## src/hdl/box3dm_pkg.sv

```systemverilog
// Shared types and constants of the 3x3 detail mask block.
// No dependencies.
`timescale 1ns / 1ps

package box3dm_pkg;

  localparam int unsigned MAX_WIDTH  = 1024;
  localparam int unsigned MAX_HEIGHT = 1024;

  localparam int unsigned PIX_W  = 8;
  localparam int unsigned DIM_W  = 11;
  localparam int unsigned ROW_W  = DIM_W;
  localparam int unsigned COL_W  = $clog2(MAX_WIDTH);
  localparam int unsigned DATA_W = 32;
  localparam int unsigned PADDR_W = 3;

  localparam int unsigned BOX_N     = 3;
  localparam int unsigned CSUM_W    = 10;
  localparam int unsigned SUM_W     = 12;
  localparam int unsigned RECIP_W   = 13;
  localparam int unsigned PROD_W    = SUM_W + RECIP_W;
  localparam int unsigned MEAN_SHIFT = 16;
  localparam logic [RECIP_W-1:0] RECIP_9 = RECIP_W'(7282);

  localparam logic [DIM_W-1:0] DIM_MIN   = DIM_W'(3);
  localparam logic [DIM_W-1:0] DIM_MAX_W = DIM_W'(MAX_WIDTH);
  localparam logic [DIM_W-1:0] DIM_MAX_H = DIM_W'(MAX_HEIGHT);
  localparam logic [DIM_W-1:0] RST_WIDTH  = (DIM_W'(1024) > DIM_MAX_W) ? DIM_MAX_W
                                                                       : DIM_W'(1024);
  localparam logic [DIM_W-1:0] RST_HEIGHT = (DIM_W'(1024) > DIM_MAX_H) ? DIM_MAX_H
                                                                       : DIM_W'(1024);

  // register index taken from paddr[2]
  localparam logic REG_WIDTH  = 1'b0;
  localparam logic REG_HEIGHT = 1'b1;

  typedef logic [PIX_W-1:0] pix_t;

  typedef struct packed {
    pix_t pixel;
    logic is_pad;
  } in_beat_t;

  typedef struct packed {
    pix_t detail;
    logic last_of_frame;
  } out_beat_t;

  typedef struct packed {
    pix_t top;
    pix_t mid;
    pix_t bot;
  } col_t;

endpackage

```

## src/hdl/box3dm_cell.sv

```systemverilog
// One window column: holds three pixels, hands them to its neighbor on shift.
// Depends on box3dm_pkg.
`timescale 1ns / 1ps

module box3dm_cell (
  input  logic              clk_i,
  input  logic              shift_i,
  input  box3dm_pkg::col_t  col_i,
  output box3dm_pkg::col_t  col_o,
  output logic [box3dm_pkg::CSUM_W-1:0] sum_o
);
  import box3dm_pkg::*;

  col_t col_q, col_d;

  assign col_d = shift_i ? col_i : col_q;

  always_ff @(posedge clk_i) begin
    col_q <= col_d;
  end

  assign col_o = col_q;
  assign sum_o = CSUM_W'(col_q.top) + CSUM_W'(col_q.mid) + CSUM_W'(col_q.bot);

endmodule

```

## config.mk

```make
export PLATFORM = sky130hd
export DESIGN_NAME = box3dm_cell
export DESIGN_NICKNAME = d
export VERILOG_FILES = /design/src/hdl/box3dm_pkg.sv /design/src/hdl/box3dm_cell.sv
export SDC_FILE = /design/constraint.sdc
export NUM_CORES = 1
export LEC_CHECK = 0
export ABC_AREA = 1
export ABC_CLOCK_PERIOD_IN_PS = 2300
export BUFFER_PORTS_ARGS = -buffer_cell sky130_fd_sc_hd__clkbuf_2
export CORE_UTILIZATION = 40
export DETAILED_ROUTE_END_ITERATION = 6
export GPL_TIMING_DRIVEN = 0
export PLACE_DENSITY_LB_ADDON = 0.25
export SYNTH_ARGS = -nofsm -noshare
export SYNTH_HDL_FRONTEND = slang
export SYNTH_SLANG_ARGS = --single-unit
```

## constraint.sdc

```tcl
create_clock -name clk_i -period 2.3 [get_ports clk_i]
set_input_delay 0.345 -clock clk_i [delete_from_list [all_inputs] [get_ports clk_i]]
set_output_delay 0.345 -clock clk_i [all_outputs]
set_load 0.02 [all_outputs]
```

==> metrics.csv, run 1 <==
stage,metric,value,unit
layout,# diodes,0,
floorplanning,core area,3030,µm²
global_route,gr ovfl total,0,
worst_setup_path,crit path kind,reg -> out,
logic_synthesis,area share of fa/ha/maj cells after synthesis,21.1,%
logic_synthesis,Syn Area/Cell,13.1,µm²
logic_synthesis,Simple-Gate Fraction of Synth Area,12.6,%
sta,Tmin final,2660,ps
place,GPL Wtd Cong,0.699,
layout,max reg flops,24,
power,logic gate share of total power,50.1,%
clocking,H-tree depth,1,
sta,Final setup viols,8,
global_route,first-pass GRT wire length,3830,µm
global_route,met1 GRT Util,19.2,%
logic_synthesis,most instantiated cells after synthesis,"edfxtp_1 (24), nand2_1 (20), inv_1 (18), fa_1 (9), ha_1 (7)",
min_path,Hold Path Class,in -> reg,
flow_run,maxcap violations,0,
power,pwr/cell area,917,nW/µm²
power,clock network power share,17.5,%
logic_synthesis,most instantiated library cell after synthesis,edfxtp_1,
sta,RSZ-0062 raised after global routing,true,
outcome,status,finished with violations,
route,drt first pass iters,2,
layout,"Core Util, Final",60.5,%
worst_setup_path,critical path data required time,1960,ps
layout,Final #Nets,207,
logic_synthesis,synth top area cells,"edfxtp_1 (57%), fa_1 (14%), ha_1 (6.9%), nand2_1 (5.9%), inv_1 (5.3%)",
sta,Max-Slew Margin vs Limit,63.0,%
logic_synthesis,asr flop ratio synth,0,%
clocking,CTS root buf,clkbuf_4,
layout,# fillers,266,
global_route,GRT Max-Usage Layer,met2,
sta,period utilization,116,%
route,wire per inst,11.2,µm
power,internal power,1.09,mW
sta,Slew @ Worst Pin,556,ps
logic_synthesis,Yosys cell types,17,
sta,post-route setup slack,-363,ps
logic_synthesis,number of flops mapped to enable cells by yosys,24,
logic_synthesis,main flop type after synthesis,edfxtp_1,
clocking,clk buf depth,2,
power,share of power burned in registers,32.4,%
logic_synthesis,"area leader, netlist",edfxtp_1,
floorplanning,I/O Pins,60,
clocking,TritonCTS clock tree,built,
clocking,"CTS clk-pin slew, worst paths",120,ps
worst_setup_path,Worst Setup End Kind,output port,
floorplanning,# rows,20,
floorplanning,Die H,58.3,µm
floorplanning,Initial Utilization,41.9,%
power,Design Power,1.68,mW
route,Iter 0 DRT Violations,27,
logic_synthesis,Synth Area in Compound Gates,2.17,%
clocking,CTS sink cnt,24,
global_route,GR Util met2,27.4,%
global_route,GR Util All Layers,15.5,%
global_route,pin count of the biggest net entering global routing,25,
worst_setup_path,arrival time worst endpoint,2320,ps
logic_synthesis,Synth warnings,0,
layout,Register Area,721,µm²
sta,"Hold Violations, Final",0,
logic_synthesis,share of the synthesized area in the top cell type,56.7,%
place,Detail Placement HPWL,1950,µm
global_route,grt met3 use,2.86,%
power,switching power,0.588,mW
place,PortBufs,59,
logic_synthesis,"Seq/Total Area, Yosys",56.7,%
layout,layout cells sized above 1,53.0,%
route,WL final,2320,µm
clocking,Hold Buf Count CTS,0,
layout,Area Overhead vs Synth,44.3,%
place,# placed instances,200,
route,DRC viols,0,
clocking,CTS Buf Count,3,
logic_synthesis,largest family of logic cells by synthesized area,adder cells,
global_route,vias in the first global route,866,
power,sw frac,35.0,%
logic_synthesis,XOR/XNOR Fraction of Synth Area,2.07,%
layout,Layout Cells excl Fill,208,
route,post-DR vias/cell,4.30,
worst_setup_path,Worst Setup Start Kind,register,
route,via count,894,
logic_synthesis,post-synthesis cell count,97,
worst_setup_path,top fanout value on the critical path,3,
outcome,failing checks,negative setup slack,
floorplanning,Die Footprint,3400,µm²
logic_synthesis,Post-Syn Nets,139,
logic_synthesis,mapped cell area,1270,µm²
power,Peak VDD IR,0.466,mV
sta,final-report max-slew violation count,0,
floorplanning,Die W,58.3,µm
logic_synthesis,Seq cells post-synth,24,
power,leakage power,0.883,nW
global_route,initial antenna violation count,0,
route,Antenna Nets Post-Route,0,
layout,Multi-input gate area,566,µm²
logic_synthesis,mux cell area share after synthesis,0,%
sta,fmax,0.375,GHz
logic make-up after synthesis:
| kind of cell | after synthesis |
|---|---|
| xor gates and xnor gates | 3 |
| and+or+nand+nor | 32 |
| buffers and inverters | 18 |
| DFF | 24 |
| adders and majority gates | 16 |
| AOI/OAI and AO/OA | 4 |
area by class of cell:
class                   instances  share of cell area [%]
inverters                      18                    3.69
clock buffers                   3                    1.23
clock inverters                 1                    1.64
well taps                      44                    3.00
multi-input cells              55                    30.9
flip-flops and latches         24                    39.3
repair buffers                 63                    20.3
through the flow:
stage               hold slack, ps  cell area [µm²]  TNS, ps  worst slack, ps
floorplan                      444             1280    -5.37            -5.37
global placement               522             1640    -50.0            -30.3
detailed placement             524             1640     -118            -66.9
CTS                            198             1800    -2260             -399
global route                   173             1830    -3070             -480
finish                         204             1830    -2090             -363
worst paths after layout:
path / slack, ps / cells past startpoint / endpoint / from
min: 200 / 1 / col_o[1] / col_i[1]
max: -360 / 10 / sum_o[7] / col_o[1]
cells in the final DEF (no fill, tap or decap):
cell,synthesis,final
clkbuf_2,0,51
edfxtp_1,24,24
inv_1,18,18
nand2_1,20,15
fa_1,9,8
nand2_2,2,6
buf_4,0,5
nand3_1,4,4
ha_4,0,4
a21oi_2,2,3
clkbuf_4,0,3
nor2_1,2,2
xor2_1,2,2
ha_1,7,2
buf_8,0,2
clkbuf_8,0,2
buf_2,0,2
and2_1,1,1
nand2_4,0,1
or2_4,1,1
nand3b_4,1,1
o21ai_0,1,1
nand3_2,1,1
xnor2_2,0,1
fa_2,0,1
ha_2,0,1
bufinv_16,0,1
buf_6,0,1
routing by layer:
layer / part of all wire [%] / routed length [µm]
met1: 39 / 901
met2: 55 / 1280
met3: 5.0 / 115
met4: 1.1 / 25
met5: 0 / 0
critical path, cell delays in order, from the launching register on:
cell and delay (ps):
edfxtp_1 440, fa_1 490, ha_2 200, fa_2 350
nand2_2 90, nand2_4 60, nand3b_4 90, nand2_2 40
nand2_1 60, nand2_2 60, buf_8 130
timing repair:
| item | in CTS | in global routing |
|---|---|---|
| hold endpoints to repair | 0 | 0 |
| buffers inserted | 2 | 2 |
| resized for setup | 17 | 10 |
| pin swaps | 2 | 7 |
| endpoints found under the setup margin | 8 | 8 |
| cloned | 0 | 0 |
power by group through the flow:
stage / Clock (mW) / Combinational (mW) / Sequential, mW
after floorplan: 0 / 0.436 / 0.597
after global placement: 0 / 0.648 / 0.553
after detailed placement: 0 / 0.662 / 0.557
after CTS: 0.300 / 0.802 / 0.546
after global routing: 0.326 / 0.918 / 0.551
final: 0.294 / 0.842 / 0.545
Note: power is estimated with default switching activity, not from simulation.
==> inputs of run 2 (changes only) <==
- CAP_MARGIN: default -> 10
- RECOVER_POWER: default -> 100
==> metrics.csv, run 2 (synthesis gave the netlist of run 1 again) <==
stage,metric,value,unit,change
outcome,status,finished with violations,,unchanged
outcome,failing checks,negative setup slack,,unchanged
place,GPL Wtd Cong,0.699,,unchanged
flow_run,maxcap violations,0,,unchanged
power,pwr/cell area,928,nW/µm²,was 917 nW/µm²
sta,RSZ-0062 raised after global routing,true,,unchanged
min_path,Hold Path Class,in -> reg,,unchanged
layout,Layout Cells excl Fill,208,,unchanged
global_route,initial antenna violation count,0,,unchanged
layout,Area Overhead vs Synth,41.8,%,was 44.3%
route,Antenna Nets Post-Route,0,,unchanged
clocking,CTS sink cnt,24,,unchanged
power,internal power,1.08,mW,was 1.09 mW
clocking,clk buf depth,2,,unchanged
layout,fin area,1800,µm²,was 1830 µm²
clocking,H-tree depth,1,,unchanged
sta,Max-Slew Margin vs Limit,21.2,%,was 63.0%
clocking,"CTS clk-pin slew, worst paths",120,ps,about the same
worst_setup_path,crit path kind,reg -> out,,unchanged
route,wire per inst,11.3,µm,was 11.2 µm
worst_setup_path,Worst Setup Start Kind,register,,unchanged
sta,Slew @ Worst Pin,1180,ps,was 556 ps
sta,WHS,205,ps,was 204 ps
global_route,GR Util All Layers,15.5,%,unchanged
clocking,CTS root buf,clkbuf_4,,unchanged
power,Peak VDD IR,0.465,mV,was 0.466 mV
place,# placed instances,200,,unchanged
route,drt first pass iters,3,,was 2
layout,Final #Nets,207,,unchanged
floorplanning,Die Footprint,3400,µm²,unchanged
floorplanning,Die W,58.3,µm,unchanged
clocking,TritonCTS clock tree,built,,unchanged
layout,# fillers,282,,was 266
sta,post-route setup slack,-366,ps,was -363 ps
worst_setup_path,arrival time worst endpoint,2320,ps,about the same
layout,max reg flops,24,,unchanged
route,WL final,2350,µm,was 2320 µm
layout,most frequent cells in the layout,"clkbuf_1 (26), clkbuf_2 (25), edfxtp_1 (24)",,"was clkbuf_2 (51), edfxtp_1 (24), inv_1 (18)"
place,Post-Place Worst Slack,-66.9,ps,unchanged
global_route,first-pass GRT wire length,3830,µm,unchanged
power,switching power,0.588,mW,about the same
worst_setup_path,top fanout value on the critical path,3,,unchanged
power,sw frac,35.2,%,was 35.0%
layout,layout cells sized above 1,37.2,%,was 53.0%
sta,period utilization,116,%,about the same
global_route,pin count of the biggest net entering global routing,25,,unchanged
route,Iter 0 DRT Violations,26,,was 27
sta,Final setup viols,8,,unchanged
sta,"Hold Violations, Final",0,,unchanged
route,DRC viols,0,,unchanged
power,share of power burned in registers,32.6,%,was 32.4%
floorplanning,Die H,58.3,µm,unchanged
place,dpl cell area,1640,µm²,unchanged
worst_setup_path,Worst Setup End Kind,output port,,unchanged
place,Detail Placement HPWL,1950,µm,unchanged
sta,fmax,0.375,GHz,about the same
floorplanning,# rows,20,,unchanged
floorplanning,core area,3030,µm²,unchanged
power,clock network power share,17.5,%,about the same
power,logic gate share of total power,49.8,%,was 50.1%
route,via count,892,,was 894
layout,"commonest non-fill, non-tap cell in the layout",clkbuf_1,,was clkbuf_2
route,post-DR vias/cell,4.29,,was 4.30
floorplanning,I/O Pins,60,,unchanged
global_route,vias in the first global route,866,,unchanged
sta,final-report max-slew violation count,0,,unchanged
place,PortBufs,59,,unchanged
layout,# diodes,0,,unchanged
global_route,gr ovfl total,0,,unchanged
worst_setup_path,critical path data required time,1960,ps,about the same
clocking,CTS Buf Count,3,,unchanged
sta,Tmin final,2670,ps,was 2660 ps
floorplanning,Initial Utilization,41.9,%,unchanged
power,leakage power,0.806,nW,was 0.883 nW
layout,"Core Util, Final",59.5,%,was 60.5%
-- run 2: routing by layer --
layer  share of wire [%]  GRT usage, %  vias up
met4                 1.1          5.10        0
met5                   0             0        -
li1                    -             -      449
met3                 4.9          2.86        4
met1                  39          19.2      414
met2                  55          27.4       25
-- run 2: final cells by class --
type | count | area, µm² | share of cell area, %
timing repair buffer | 63 | 339 | 18.8
sequential | 24 | 721 | 40.0
multi-input combinational | 55 | 566 | 31.4
clock inverter | 1 | 30.0 | 1.67
inverter | 18 | 67.6 | 3.75
tap | 44 | 55.1 | 3.06
clock buffer | 3 | 22.5 | 1.25
-- run 2: path summary, 6_finish.rpt --
path / slack, ps / cells after the start / startpoint / to
worst max-delay path: -370 / 10 / col_o[1] / sum_o[7]
worst min-delay path: 200 / 1 / col_i[1] / col_o[1]
-- run 2: stage by stage --
stage          TNS (ps)  total power [mW]
2_1_floorplan     -5.37              1.03
3_3_place_gp      -50.0              1.20
3_5_place_dp       -118              1.22
4_1_cts           -2260              1.65
5_1_grt           -3070              1.78
6_report          -2090              1.67
-- run 2: timing repair --
| action | in CTS | in global routing |
|---|---|---|
| pin swaps | 2 | 7 |
| hold endpoints to repair | 0 | 0 |
| buffers inserted | 2 | 2 |
| endpoints found under the setup margin | 8 | 8 |
| cloned | 0 | 0 |
| gates resized for setup | 17 | 10 |
| hold buffers | 0 | 0 |
-- run 2: critical path, stage by stage (launching register included) --
cell and delay, ps:
edfxtp_1 440, fa_1 490, ha_2 200, fa_2 350
nand2_2 90, nand2_4 60, nand3b_4 90, nand2_2 40
nand2_1 60, nand2_2 60, buf_8 130
-- run 2: power by group through the flow --
stage / Clock (mW) / Sequential (mW) / Combinational [mW]
2_1_floorplan: 0 / 0.597 / 0.436
3_3_place_gp: 0 / 0.553 / 0.648
3_5_place_dp: 0 / 0.557 / 0.662
4_1_cts: 0.300 / 0.546 / 0.802
5_1_grt: 0.326 / 0.551 / 0.907
6_report: 0.293 / 0.545 / 0.833
==> inputs of run 3 (changes only) <==
- SETUP_SLACK_MARGIN: default -> 0.4
==> metrics.csv, run 3 (synthesis gave the netlist of run 1 again) <==
stage,metric,value,unit,change
power,pwr/cell area,870,nW/µm²,was 928 nW/µm²
sta,Tmin final,2680,ps,was 2670 ps
route,Antenna Nets Post-Route,0,,unchanged
clocking,H-tree depth,1,,unchanged
power,internal power,0.992,mW,was 1.08 mW
power,switching power,0.621,mW,was 0.588 mW
power,clock network power share,11.2,%,was 17.5%
global_route,pin count of the biggest net entering global routing,25,,unchanged
floorplanning,Die H,58.3,µm,unchanged
layout,most frequent cells in the layout,"clkbuf_1 (27), clkbuf_2 (25), edfxtp_1 (24)",,"was clkbuf_1 (26), clkbuf_2 (25), edfxtp_1 (24)"
floorplanning,Die W,58.3,µm,unchanged
flow_run,maxcap violations,0,,unchanged
sta,Final setup viols,8,,unchanged
floorplanning,Initial Utilization,41.9,%,unchanged
sta,final-report max-slew violation count,0,,unchanged
power,leakage power,0.803,nW,was 0.806 nW
place,# placed instances,200,,unchanged
worst_setup_path,arrival time worst endpoint,2330,ps,was 2320 ps
route,WL final,2390,µm,was 2350 µm
place,PortBufs,59,,unchanged
route,DRC viols,0,,unchanged
global_route,initial antenna violation count,0,,unchanged
global_route,vias in the first global route,882,,was 866
sta,period utilization,116,%,about the same
layout,# diodes,0,,unchanged
route,post-DR vias/cell,4.35,,was 4.29
outcome,failing checks,negative setup slack,,unchanged
power,sw frac,38.5,%,was 35.2%
global_route,first-pass GRT wire length,3640,µm,was 3830 µm
place,Post-Place Worst Slack,-62.8,ps,was -66.9 ps
power,logic gate share of total power,55.0,%,was 49.8%
layout,Layout Cells excl Fill,211,,was 208
worst_setup_path,CP Launch Point,col_o[17],,was col_o[1]
place,GPL Wtd Cong,0.709,,was 0.699
sta,"Hold Violations, Final",0,,unchanged
route,wire per inst,11.3,µm,about the same
layout,layout cells sized above 1,43.1,%,was 37.2%
clocking,CTS Buf Count,3,,unchanged
sta,fmax,0.373,GHz,was 0.375 GHz
clocking,clk buf depth,2,,unchanged
power,Design Power,1.61,mW,was 1.67 mW
sta,Slew @ Worst Pin,1200,ps,was 1180 ps
sta,post-route setup slack,-378,ps,was -366 ps
sta,Max-Slew Margin vs Limit,20.0,%,was 21.2%
route,via count,917,,was 892
worst_setup_path,Worst Setup Start Kind,register,,unchanged
sta,WHS,203,ps,was 205 ps
clocking,"CTS clk-pin slew, worst paths",120,ps,about the same
layout,"commonest non-fill, non-tap cell in the layout",clkbuf_1,,unchanged
worst_setup_path,top fanout value on the critical path,3,,unchanged
worst_setup_path,critical path data required time,1960,ps,about the same
min_path,Hold Startpoint,col_i[20],,was col_i[1]
floorplanning,core area,3030,µm²,unchanged
min_path,Hold Path Class,in -> reg,,unchanged
outcome,status,finished with violations,,unchanged
layout,Area Overhead vs Synth,45.9,%,was 41.8%
layout,# fillers,262,,was 282
worst_setup_path,crit path kind,reg -> out,,unchanged
power,share of power burned in registers,33.8,%,was 32.6%
clocking,TritonCTS clock tree,built,,unchanged
floorplanning,# rows,20,,unchanged
clocking,CTS sink cnt,24,,unchanged
global_route,GR Util All Layers,14.8,%,was 15.5%
min_path,Hold Crit Depth,1,,unchanged
min_path,WHS Endpoint,col_o[20],,was col_o[1]
layout,Final #Nets,210,,was 207
clocking,Hold Buf Count CTS,0,,unchanged
floorplanning,I/O Pins,60,,unchanged
worst_setup_path,Worst Setup End Kind,output port,,unchanged
power,Peak VDD IR,0.493,mV,was 0.465 mV
clocking,CTS root buf,clkbuf_4,,unchanged
sta,RSZ-0062 raised after global routing,true,,unchanged
place,Detail Placement HPWL,1950,µm,about the same
global_route,gr ovfl total,0,,unchanged
floorplanning,Die Footprint,3400,µm²,unchanged
route,drt first pass iters,3,,unchanged
layout,max reg flops,24,,unchanged
sta,Fin Setup TNS,-2040,ps,was -2090 ps
route,Iter 0 DRT Violations,5,,was 26
[run 3: cell count changes in the layout (fill, tap and decap cells not counted), sizes merged]
cell	before	now
clkinv	0	1
bufinv	1	0
buf	10	13
[run 3: how the worst max path moves through the flow]
stage	end	slack, ps	cells after the start
floorplan	sum_o[7]	-5	8
global placement	sum_o[7]	-30	7
detailed placement	sum_o[7]	-60	9
CTS	sum_o[7]	-390	9
global route	sum_o[7]	-490	10
finish	sum_o[7]	-380	9
[run 3: layout make-up]
cell class	count	area (µm²)	share of cell area (%)
clock inverter	1	3.75	0.203
inverter	18	67.6	3.65
timing repair buffer	66	342	18.4
sequential	24	721	38.9
clock buffer	3	22.5	1.22
multi-input combinational	55	642	34.6
tap	44	55.1	2.97
[run 3: metrics by stage]
stage | util (%) | instance area, µm²
2_1_floorplan | - | 1340
4_1_cts | 59.4 | 1800
3_5_place_dp | 55.7 | 1690
6_report | 61.2 | 1850
5_1_grt | 61.2 | 1850
3_3_place_gp | 55.7 | 1690
[run 3: per-layer routing]
metal	vias up	global-route usage, %	share of wire (%)
li1	453	-	-
met1	433	16.9	40
met2	29	26.6	54
met3	2	2.86	5.5
met4	0	7.14	0.88
met5	-	0	0
[run 3: worst max-delay path, stage by stage, from the launching register on]
cell,delay (ps)
edfxtp_1,430
fa_1,490
ha_2,200
fa_2,360
nand2_2,70
nand2_2,80
nand3b_4,100
nand3_1,90
nand2_2,60
clkbuf_2,160
[run 3: power groups by stage]
stage / clock (mW) / sequential [mW] / combinational, mW
final: 0.180 / 0.546 / 0.887
after CTS: 0.186 / 0.547 / 0.823
after global routing: 0.202 / 0.551 / 0.967
after global placement: 0 / 0.554 / 0.707
after detailed placement: 0 / 0.557 / 0.723
after floorplan: 0 / 0.597 / 0.494
[run 3: timing repair]
| item | in CTS | in global routing |
|---|---|---|
| endpoints found under the setup margin | 9 | 9 |
| buffers inserted | 3 | 4 |
| pin swaps | 2 | 3 |
| gates resized for setup | 14 | 18 |
